[src/hw/rtl/cycled_layout_subvolume_copy_addr_assert.svh]
// assertion macros used by the copy address generator
`ifndef CYCLED_LAYOUT_SUBVOLUME_COPY_ADDR_ASSERT_SVH
`define CYCLED_LAYOUT_SUBVOLUME_COPY_ADDR_ASSERT_SVH

// same-cycle implication, held off during reset
`define CLSC_ASSERT_IMPLY(name, clk, rst_n, ante, cons, msg) \
    name: assert property (@(posedge clk) disable iff (!(rst_n)) (ante) |-> (cons)) \
        else $error(msg);

// next-cycle implication, held off during reset
`define CLSC_ASSERT_NEXT(name, clk, rst_n, ante, cons, msg) \
    name: assert property (@(posedge clk) disable iff (!(rst_n)) (ante) |=> (cons)) \
        else $error(msg);

`endif

[src/hw/rtl/clsc_pkg.sv]
// shared types and constants of the copy address generator
package clsc_pkg;

    localparam int MAX_DIM_DEF = 1024;

    localparam int FIELD_W    = 11;
    localparam int ORG_W      = 10;
    localparam int EXT_W      = 11;
    localparam int IDX_W      = 30;
    localparam int LAYOUT_W   = 2;
    localparam int CFG_ADDR_W = 3;
    localparam int CFG_DATA_W = 11;
    localparam int S_TDATA_W  = 8;
    localparam int M_TDATA_W  = 64;

    // register reset values
    localparam logic [FIELD_W-1:0] FIELD_W_RST = FIELD_W'(64);
    localparam logic [FIELD_W-1:0] FIELD_H_RST = FIELD_W'(64);
    localparam logic [ORG_W-1:0]   ORIGIN_RST  = '0;
    localparam logic [EXT_W-1:0]   EXTENT_RST  = EXT_W'(8);

    // configuration register indexes
    typedef enum logic [CFG_ADDR_W-1:0] {
        REG_FIELD_WIDTH  = 3'd0,
        REG_FIELD_HEIGHT = 3'd1,
        REG_ORIGIN_X     = 3'd2,
        REG_ORIGIN_Y     = 3'd3,
        REG_ORIGIN_Z     = 3'd4,
        REG_EXTENT_X     = 3'd5,
        REG_EXTENT_Y     = 3'd6,
        REG_EXTENT_Z     = 3'd7
    } t_cfg_reg;

    // brick layouts, named slowest to fastest axis
    typedef enum logic [LAYOUT_W-1:0] {
        LAYOUT_ZYX = 2'd0,
        LAYOUT_XZY = 2'd1,
        LAYOUT_YXZ = 2'd2
    } t_layout;

    // controller states
    typedef enum logic [3:0] {
        S_IDLE = 4'b0001,
        S_MUL1 = 4'b0010,
        S_MUL2 = 4'b0100,
        S_PUSH = 4'b1000
    } t_state;

    // controller to datapath commands
    typedef struct packed {
        logic accept;
        logic mul1_en;
        logic mul2_en;
        logic load_out;
    } t_ctrl;

    // datapath to controller status
    typedef struct packed {
        logic will_emit;
        logic out_free;
    } t_stat;

endpackage

[src/hw/rtl/clsc_ctrl.sv]
// controller state machine sequencing one word through the datapath
module clsc_ctrl (
    input  logic           i_clk,
    input  logic           i_rst_n,
    input  logic           i_in_valid,
    output logic           o_in_ready,
    input  clsc_pkg::t_stat i_stat,
    output clsc_pkg::t_ctrl o_cmd
);
    import clsc_pkg::*;

    t_state r_state;
    t_state n_state;

    // next state
    always_comb begin
        n_state = r_state;
        unique case (r_state)
            S_IDLE: begin
                if (i_in_valid && i_stat.will_emit) begin
                    n_state = S_MUL1;
                end
            end
            S_MUL1: n_state = S_MUL2;
            S_MUL2: n_state = S_PUSH;
            S_PUSH: begin
                if (i_stat.out_free) begin
                    n_state = S_IDLE;
                end
            end
            default: n_state = S_IDLE;
        endcase
    end

    always_ff @(posedge i_clk) begin
        if (!i_rst_n) begin
            r_state <= S_IDLE;
        end else begin
            r_state <= n_state;
        end
    end

    // commands
    assign o_in_ready       = (r_state == S_IDLE);
    assign o_cmd.accept     = (r_state == S_IDLE) && i_in_valid;
    assign o_cmd.mul1_en    = (r_state == S_MUL1);
    assign o_cmd.mul2_en    = (r_state == S_MUL2);
    assign o_cmd.load_out   = (r_state == S_PUSH) && i_stat.out_free;

endmodule

[src/hw/rtl/clsc_dp.sv]
// datapath: config registers, loop counters, index multipliers, output register
module clsc_dp #(
    parameter int MAX_DIM = clsc_pkg::MAX_DIM_DEF
) (
    input  logic                             i_clk,
    input  logic                             i_rst_n,
    input  logic                             i_cfg_we,
    input  logic [clsc_pkg::CFG_ADDR_W-1:0]  i_cfg_addr,
    input  logic [clsc_pkg::CFG_DATA_W-1:0]  i_cfg_data,
    input  logic                             i_restart,
    input  logic [clsc_pkg::LAYOUT_W-1:0]    i_layout,
    input  clsc_pkg::t_ctrl                  i_cmd,
    output clsc_pkg::t_stat                  o_stat,
    input  logic                             i_out_ready,
    output logic                             o_out_valid,
    output logic [clsc_pkg::IDX_W-1:0]       o_src_index,
    output logic [clsc_pkg::IDX_W-1:0]       o_dst_index,
    output logic                             o_last
);
    import clsc_pkg::*;

    localparam int CNT_W = (MAX_DIM >= 2048) ? EXT_W : $clog2(MAX_DIM);
    localparam int SUM_W = ((CNT_W > ORG_W) ? CNT_W : ORG_W) + 1;
    localparam int S1_W  = SUM_W + FIELD_W + 1;
    localparam int PS_W  = S1_W + FIELD_W;
    localparam int D1_W  = CNT_W + EXT_W + 1;
    localparam int PD_W  = D1_W + EXT_W;
    localparam int CMP_W = EXT_W + 1;
    localparam int LIM_W = ($clog2(MAX_DIM + 1) > EXT_W) ? $clog2(MAX_DIM + 1) : EXT_W;

    // extent 0 reads as 1, above the maximum reads as the maximum
    function automatic logic [EXT_W-1:0] clamp_ext(input logic [EXT_W-1:0] e);
        logic [EXT_W-1:0] r;
        if (e == '0) begin
            r = EXT_W'(1);
        end else if (LIM_W'(e) > LIM_W'(MAX_DIM)) begin
            r = EXT_W'(MAX_DIM);
        end else begin
            r = e;
        end
        return r;
    endfunction

    logic [FIELD_W-1:0] r_fw, r_fh;
    logic [ORG_W-1:0]   r_ox, r_oy, r_oz;
    logic [EXT_W-1:0]   r_ex, r_ey, r_ez;

    t_layout            r_layout;
    logic               r_busy;
    logic [CNT_W-1:0]   r_cx, r_cy, r_cz;

    logic [S1_W-1:0]    r_s1;
    logic [D1_W-1:0]    r_d1;
    logic [IDX_W-1:0]   r_res_src, r_res_dst;
    logic               r_res_last;

    logic               r_out_valid;
    logic [IDX_W-1:0]   r_out_src, r_out_dst;
    logic               r_out_last;

    logic [EXT_W-1:0]   w_ex, w_ey, w_ez;
    logic [SUM_W-1:0]   w_sx, w_sy, w_sz;
    logic [CNT_W-1:0]   w_f, w_m, w_o;
    logic [EXT_W-1:0]   w_ef, w_em, w_eo;
    logic [CMP_W-1:0]   w_f_inc, w_m_inc, w_o_inc;
    logic               w_f_end, w_m_end, w_o_end;
    logic [CNT_W-1:0]   w_nf, w_nm, w_no;
    logic [CNT_W-1:0]   n_cx, n_cy, n_cz;
    logic               w_done;
    logic [S1_W-1:0]    w_s1;
    logic [D1_W-1:0]    w_d1;
    logic [PS_W-1:0]    w_src_full;
    logic [PD_W-1:0]    w_dst_full;
    t_layout            w_new_layout;

    // configuration writes
    always_ff @(posedge i_clk) begin
        if (!i_rst_n) begin
            r_fw <= FIELD_W_RST;
            r_fh <= FIELD_H_RST;
            r_ox <= ORIGIN_RST;
            r_oy <= ORIGIN_RST;
            r_oz <= ORIGIN_RST;
            r_ex <= EXTENT_RST;
            r_ey <= EXTENT_RST;
            r_ez <= EXTENT_RST;
        end else if (i_cfg_we) begin
            unique case (t_cfg_reg'(i_cfg_addr))
                REG_FIELD_WIDTH:  r_fw <= i_cfg_data[FIELD_W-1:0];
                REG_FIELD_HEIGHT: r_fh <= i_cfg_data[FIELD_W-1:0];
                REG_ORIGIN_X:     r_ox <= i_cfg_data[ORG_W-1:0];
                REG_ORIGIN_Y:     r_oy <= i_cfg_data[ORG_W-1:0];
                REG_ORIGIN_Z:     r_oz <= i_cfg_data[ORG_W-1:0];
                REG_EXTENT_X:     r_ex <= i_cfg_data[EXT_W-1:0];
                REG_EXTENT_Y:     r_ey <= i_cfg_data[EXT_W-1:0];
                REG_EXTENT_Z:     r_ez <= i_cfg_data[EXT_W-1:0];
                default: ;
            endcase
        end
    end

    // effective extents and source coordinates
    assign w_ex = clamp_ext(r_ex);
    assign w_ey = clamp_ext(r_ey);
    assign w_ez = clamp_ext(r_ez);
    assign w_sx = SUM_W'(r_ox) + SUM_W'(r_cx);
    assign w_sy = SUM_W'(r_oy) + SUM_W'(r_cy);
    assign w_sz = SUM_W'(r_oz) + SUM_W'(r_cz);

    // map counters to fastest, middle, outer loop of the layout
    always_comb begin
        unique case (r_layout)
            LAYOUT_XZY: begin
                w_f = r_cy; w_m = r_cz; w_o = r_cx;
                w_ef = w_ey; w_em = w_ez; w_eo = w_ex;
            end
            LAYOUT_YXZ: begin
                w_f = r_cz; w_m = r_cx; w_o = r_cy;
                w_ef = w_ez; w_em = w_ex; w_eo = w_ey;
            end
            default: begin
                w_f = r_cx; w_m = r_cy; w_o = r_cz;
                w_ef = w_ex; w_em = w_ey; w_eo = w_ez;
            end
        endcase
    end

    // three-level counter advance
    assign w_f_inc = CMP_W'(w_f) + CMP_W'(1);
    assign w_m_inc = CMP_W'(w_m) + CMP_W'(1);
    assign w_o_inc = CMP_W'(w_o) + CMP_W'(1);
    assign w_f_end = (w_f_inc >= CMP_W'(w_ef));
    assign w_m_end = (w_m_inc >= CMP_W'(w_em));
    assign w_o_end = (w_o_inc >= CMP_W'(w_eo));
    assign w_nf    = w_f_end ? '0 : w_f_inc[CNT_W-1:0];
    assign w_nm    = !w_f_end ? w_m : (w_m_end ? '0 : w_m_inc[CNT_W-1:0]);
    assign w_no    = !(w_f_end && w_m_end) ? w_o : (w_o_end ? '0 : w_o_inc[CNT_W-1:0]);
    assign w_done  = w_f_end && w_m_end && w_o_end;

    // map advanced counters back to axes
    always_comb begin
        unique case (r_layout)
            LAYOUT_XZY: begin
                n_cy = w_nf; n_cz = w_nm; n_cx = w_no;
            end
            LAYOUT_YXZ: begin
                n_cz = w_nf; n_cx = w_nm; n_cy = w_no;
            end
            default: begin
                n_cx = w_nf; n_cy = w_nm; n_cz = w_no;
            end
        endcase
    end

    // first and second multiply of each index
    assign w_s1       = S1_W'(w_sz) * S1_W'(r_fh) + S1_W'(w_sy);
    assign w_d1       = D1_W'(w_o) * D1_W'(w_em) + D1_W'(w_m);
    assign w_src_full = PS_W'(r_s1) * PS_W'(r_fw) + PS_W'(w_sx);
    assign w_dst_full = PD_W'(r_d1) * PD_W'(w_ef) + PD_W'(w_f);

    assign w_new_layout = (i_layout == 2'd3) ? LAYOUT_ZYX : t_layout'(i_layout);

    // copy state: restart on accept, advance after the second multiply
    always_ff @(posedge i_clk) begin
        if (!i_rst_n) begin
            r_layout <= LAYOUT_ZYX;
            r_busy   <= 1'b0;
            r_cx     <= '0;
            r_cy     <= '0;
            r_cz     <= '0;
        end else if (i_cmd.accept && i_restart) begin
            r_layout <= w_new_layout;
            r_busy   <= 1'b1;
            r_cx     <= '0;
            r_cy     <= '0;
            r_cz     <= '0;
        end else if (i_cmd.mul2_en) begin
            r_cx <= n_cx;
            r_cy <= n_cy;
            r_cz <= n_cz;
            if (w_done) begin
                r_busy <= 1'b0;
            end
        end
    end

    // pipeline payload registers
    always_ff @(posedge i_clk) begin
        if (i_cmd.mul1_en) begin
            r_s1 <= w_s1;
            r_d1 <= w_d1;
        end
        if (i_cmd.mul2_en) begin
            r_res_src  <= w_src_full[IDX_W-1:0];
            r_res_dst  <= IDX_W'(w_dst_full);
            r_res_last <= w_done;
        end
    end

    // output register
    always_ff @(posedge i_clk) begin
        if (!i_rst_n) begin
            r_out_valid <= 1'b0;
        end else if (i_cmd.load_out) begin
            r_out_valid <= 1'b1;
        end else if (i_out_ready) begin
            r_out_valid <= 1'b0;
        end
    end

    always_ff @(posedge i_clk) begin
        if (i_cmd.load_out) begin
            r_out_src  <= r_res_src;
            r_out_dst  <= r_res_dst;
            r_out_last <= r_res_last;
        end
    end

    assign o_stat.will_emit = i_restart || r_busy;
    assign o_stat.out_free  = !r_out_valid || i_out_ready;
    assign o_out_valid      = r_out_valid;
    assign o_src_index      = r_out_src;
    assign o_dst_index      = r_out_dst;
    assign o_last           = r_out_last;

endmodule

[src/hw/rtl/cycled_layout_subvolume_copy_addr.sv]
// top level of the strided 3d sub-box copy address generator
//
// Walks a box of the configured extent at the configured origin inside an
// x-fastest source volume and emits one (src_index, dst_index) word per input
// word, in the loop order of the brick layout latched by the last restart
// word (0 x fastest, 1 y fastest, 2 z fastest, 3 reads as 0). The restart
// word itself emits the first pair; tlast marks the final pair, and words
// after it emit nothing until the next restart. A word that emits a pair
// holds the input through accept, two registered multiply stages for the
// two chained products of each index, and output load, which waits while
// the output register is held and m_axis_tready is low; a word that emits
// nothing is accepted without leaving idle. The controller handles one word
// at a time. Config writes land at once and are meant for idle periods.
`include "cycled_layout_subvolume_copy_addr_assert.svh"

module cycled_layout_subvolume_copy_addr #(
    parameter int MAX_DIM = clsc_pkg::MAX_DIM_DEF
) (
    input  logic                              i_clk,
    input  logic                              i_rst_n,
    // config write port
    input  logic                              i_cfg_we,
    input  logic [clsc_pkg::CFG_ADDR_W-1:0]   i_cfg_addr,
    input  logic [clsc_pkg::CFG_DATA_W-1:0]   i_cfg_data,
    // input word stream
    input  logic                              s_axis_tvalid,
    output logic                              s_axis_tready,
    input  logic [clsc_pkg::S_TDATA_W-1:0]    s_axis_tdata,  // [1:0] layout, rest zero
    input  logic                              s_axis_tuser,  // [0] restart
    // address pair stream
    output logic                              m_axis_tvalid,
    input  logic                              m_axis_tready,
    output logic [clsc_pkg::M_TDATA_W-1:0]    m_axis_tdata,  // [29:0] src_index,
                                                             // [59:30] dst_index, rest zero
    output logic                              m_axis_tlast
);
    import clsc_pkg::*;

    t_ctrl              w_cmd;
    t_stat              w_stat;
    logic [IDX_W-1:0]   w_src_index;
    logic [IDX_W-1:0]   w_dst_index;

    // controller
    clsc_ctrl u_ctrl (
        .i_clk      (i_clk),
        .i_rst_n    (i_rst_n),
        .i_in_valid (s_axis_tvalid),
        .o_in_ready (s_axis_tready),
        .i_stat     (w_stat),
        .o_cmd      (w_cmd)
    );

    // datapath
    clsc_dp #(
        .MAX_DIM (MAX_DIM)
    ) u_dp (
        .i_clk       (i_clk),
        .i_rst_n     (i_rst_n),
        .i_cfg_we    (i_cfg_we),
        .i_cfg_addr  (i_cfg_addr),
        .i_cfg_data  (i_cfg_data),
        .i_restart   (s_axis_tuser),
        .i_layout    (s_axis_tdata[LAYOUT_W-1:0]),
        .i_cmd       (w_cmd),
        .o_stat      (w_stat),
        .i_out_ready (m_axis_tready),
        .o_out_valid (m_axis_tvalid),
        .o_src_index (w_src_index),
        .o_dst_index (w_dst_index),
        .o_last      (m_axis_tlast)
    );

    // output word packing
    assign m_axis_tdata = {(M_TDATA_W - 2 * IDX_W)'(0), w_dst_index, w_src_index};

    // checks on sequencing
    `CLSC_ASSERT_IMPLY(a_cmd_exclusive, i_clk, i_rst_n, 1'b1, $onehot0(w_cmd), "overlapping datapath commands")
    `CLSC_ASSERT_NEXT(a_emit_starts_mul, i_clk, i_rst_n, w_cmd.accept && w_stat.will_emit, w_cmd.mul1_en, "emitting word did not enter multiply")
    `CLSC_ASSERT_NEXT(a_mul_chain, i_clk, i_rst_n, w_cmd.mul1_en, w_cmd.mul2_en, "second multiply stage skipped")
    `CLSC_ASSERT_IMPLY(a_load_no_overwrite, i_clk, i_rst_n, w_cmd.load_out, !m_axis_tvalid || m_axis_tready, "output register overwritten while held")

endmodule
[config.mk]
export PLATFORM = sky130hd
export DESIGN_NAME = cycled_layout_subvolume_copy_addr
export DESIGN_NICKNAME = d
export VERILOG_FILES = /design/src/hw/rtl/clsc_pkg.sv /design/src/hw/rtl/clsc_ctrl.sv /design/src/hw/rtl/clsc_dp.sv /design/src/hw/rtl/cycled_layout_subvolume_copy_addr.sv
export VERILOG_INCLUDE_DIRS = /design/src /design/src/hw/rtl
export SDC_FILE = /design/constraint.sdc
export NUM_CORES = 2
export LEC_CHECK = 0
export ABC_CLOCK_PERIOD_IN_PS = 21500
export BUFFER_PORTS_ARGS = -buffer_cell sky130_fd_sc_hd__buf_2
export CORE_MARGIN = 3
export CORE_UTILIZATION = 69
export CTS_CLUSTER_DIAMETER = 120
export DETAILED_ROUTE_END_ITERATION = 16
export GPL_ROUTABILITY_DRIVEN = 0
export GPL_TIMING_DRIVEN = 1
export PLACE_DENSITY = 0.87
export SLEW_MARGIN = 25
export SYNTH_ARGS = -nofsm -noshare
export SYNTH_HDL_FRONTEND = slang
export SYNTH_SLANG_ARGS = --single-unit
[constraint.sdc]
create_clock -name i_clk -period 21.5 [get_ports i_clk]
set_input_delay 3.225 -clock i_clk [delete_from_list [all_inputs] [get_ports i_clk]]
set_output_delay 3.225 -clock i_clk [all_outputs]
set_load 0.05 [all_outputs]
==> impl_metrics.toml <==
[run_status]
status = "finished clean"

[finish]
layout_commonest_cell = "inv_1"
final_util_pct = 73.6
final_cell_mix = "712 x inv_1, 694 x nand2_1, 573 x fa_1"
multi_input_area_sq_um = 27100
area_delta_synth_final_pct = 4.63
register_area_sq_um = 7480
design_area_sq_um = 39900
fill_cells = 3617
drive_gt1_share_pct = 5.79
nets = 5017
finalNonFillerCells = 4808

[setup_path]
r2r_start = "u_dp.r_layout[0]"
r2r_slack_ps = 13290
path_common_cell = "fa_1"
crit_type = "reg2reg"
path_max_fanout = 85
worstPathArrival_ps = 8510
start_kind = "register"
worst_setup_path_end_kind = "register"
crit_slowest_cell = "ha_4"
worstPathRequired_ps = 21800
max_stage_delay_ps = 830
r2r-end = "u_dp.r_res_dst[28]"
r2r_cells = 25

[global_routing]
grt_use_total_pct = 32.6
overflow = 0
grt_pass1_wl_mm = 151
grt_pass1_vias = 30000
grt_max_degree = 93
antenna_found_initial = 3

[route]
drt-pass1-iter-count = 7
final_antenna_net_count = 0
vias_per_cell = 6.10
vias = 29300
post_drt_wl_per_cell_um = 19.1
drt_first_iter_violations = 3469
routed_wl_mm = 92.0
drc = 0

[yosys]
synthFlopType = "edfxtp_1"
ys_types = 99
synth_edf_count = 167
async_flop_share_pct = 0
syn_area_sq_um = 38100
synth-seq-area-share_pct = 19.6
yosys_warnings = 0
netlist_instances = 4144
syn_avg_cell_area_sq_um = 9.20
synth_seq_cells = 290

[floorplan]
ios = 95
core_sq_um = 54200
initial_core_util_pct = 70.3
die_h_um = 241
die-width_um = 241
die-area_sq_um = 58100
row_count = 85

[power]
pwr_density_cell_nw_per_um2 = 38.8
peakVddDrop_mv = 0.0453
p_leak_nw = 17.9

[clocking]
cts_root_buffer = "clkbuf_16"
cts-htree-levels = 2
clk_pin_slew_worst_paths_ps = 60
cts_hold_buf = 0
cts_buffer_depth = 3
insertion_delay_ps = 570
clock-sinks = 290
cts_setup_buffers = 0
cts_resized = 0
cts_buffers = 34
tritoncts = "built"

[timing]
tightest_slew_ps = 1130
finalSetupTns_ps = 0
layout_worst_path_cycle_share_pct = 38.2
finalHoldViolCount = 0
maxSlewViolCount = 0
timing.hold.ws_ps = 414
max_freq_mhz = 122
min_period_ps = 8210
finalSetupViolations = 0
rsz0062_at_grt = "no"
fin_skew_ps = 21.3
slew_headroom_pct = 24.1

[place]
port_buffers = 84
placed_cells = 4746
dpl.hpwl_mm = 70.1
place_area_sq_um = 38800

[min_path]
min_to = "u_dp.o_dst_index[17]"
holdPathStages = 0
hold_path_class = "reg2reg"
min_from = "u_dp.r_res_dst[17]"

[flow_run]
drv_cap = 0
layer usage:
metal | vias up | share of wire (%) | global-route usage, % | wire length [um]
met5 | - | 0 | 0 | 0
met4 | 0 | 4.6 | 13.8 | 4250
met3 | 321 | 11 | 8.01 | 10600
met2 | 1703 | 45 | 50.8 | 41500
met1 | 14200 | 39 | 44.1 | 35700
li1 | 13100 | - | - | -
kinds of logic (layout without fill, tap and decap cells):
| group | after synthesis | in the layout | share of synthesized area [%] |
|---|---|---|---|
| multiplexers | 2 | 2 | 0.0853 |
| other | 1 | 7 | 0.00983 |
| adder cells (fa/ha/maj) | 903 | 903 | 40.9 |
| AO/OA/AOI/OAI | 600 | 600 | 11.0 |
| flip-flops | 290 | 290 | 19.6 |
| XOR/XNOR | 113 | 113 | 2.68 |
| buffers and inverters | 926 | 888 | 9.50 |
| AND/OR/NAND/NOR | 1309 | 1309 | 16.2 |
how the worst max path moves through the flow:
stage                               endpoint  slack, ps        startpoint
after floorplan           u_dp.r_res_dst[28]      14440  u_dp.r_layout[0]
after global placement    u_dp.r_res_dst[28]      13610  u_dp.r_layout[0]
after detailed placement  u_dp.r_res_dst[28]      13470  u_dp.r_layout[0]
after CTS                      u_dp.r_s1[22]      13430      u_dp.r_cz[1]
after global routing      u_dp.r_res_dst[28]      12790  u_dp.r_layout[0]
final                     u_dp.r_res_dst[28]      13290  u_dp.r_layout[0]
power by group:
group | switching [mW] | internal (mW)
combinational | 0.231 | 0.131
sequential | 0.0142 | 0.598
clock | 0.243 | 0.332
state kept, by name (all words and copies together), names as in the netlist, 2 cells and up:
signal / count
u_dp.r_fh: 11
u_dp.r_cx: 10
u_dp.r_res_dst: 30
u_dp.r_layout: 2
u_dp.o_dst_index: 30
u_dp.r_s1: 23
u_dp.r_cy: 10
u_dp.o_src_index: 30
u_dp.r_ox: 10
u_dp.r_d1: 22
u_dp.r_ez: 11
u_dp.r_oz: 10
u_dp.r_cz: 10
u_dp.r_res_src: 30
u_dp.r_ex: 11
u_dp.r_ey: 11
u_ctrl.r_state: 4
u_dp.r_oy: 10
u_dp.r_fw: 11
per-stage QoR:
stage | setup WS [ps] | power (mW)
floorplan | 14440 | 0.886
CTS | 13430 | 1.55
global route | 12790 | 1.62
detailed placement | 13470 | 0.973
global placement | 13610 | 0.955
finish | 13290 | 1.55
critical path: cells and delay by family (launching register included):
kind | cells | cell delay (ps)
buf+inv | 6 | 1140
flops | 1 | 430
xor+xnor | 1 | 80
compound gates | 7 | 1600
fa+ha+maj | 7 | 3700
simple gates | 4 | 920
Yosys cell counts (80+ instances only):
cell type / instances / share of area [%]
xnor2_1: 90 / 2.1
and2_1: 234 / 3.8
dfxtp_1: 123 / 6.5
nor2_1: 127 / 1.3
ha_1: 330 / 11
inv_1: 713 / 7.0
edfxtp_1: 167 / 13
clkbuf_1: 166 / 1.6
nand2_1: 694 / 6.8
a21boi_0: 84 / 1.7
fa_1: 573 / 30
o21ai_0: 80 / 1.1
a21oi_1: 120 / 1.6
final cells by class:
type	instances	area share, %
clock inverter	16	0.414
sequential	290	18.7
clock buffer	43	2.32
multi-input combinational	2931	68.0
antenna	3	0.0188
tap	696	2.18
inverter	717	6.76
timing repair buffer	112	1.59
No activity file was read; power rests on OpenSTA's default activity.
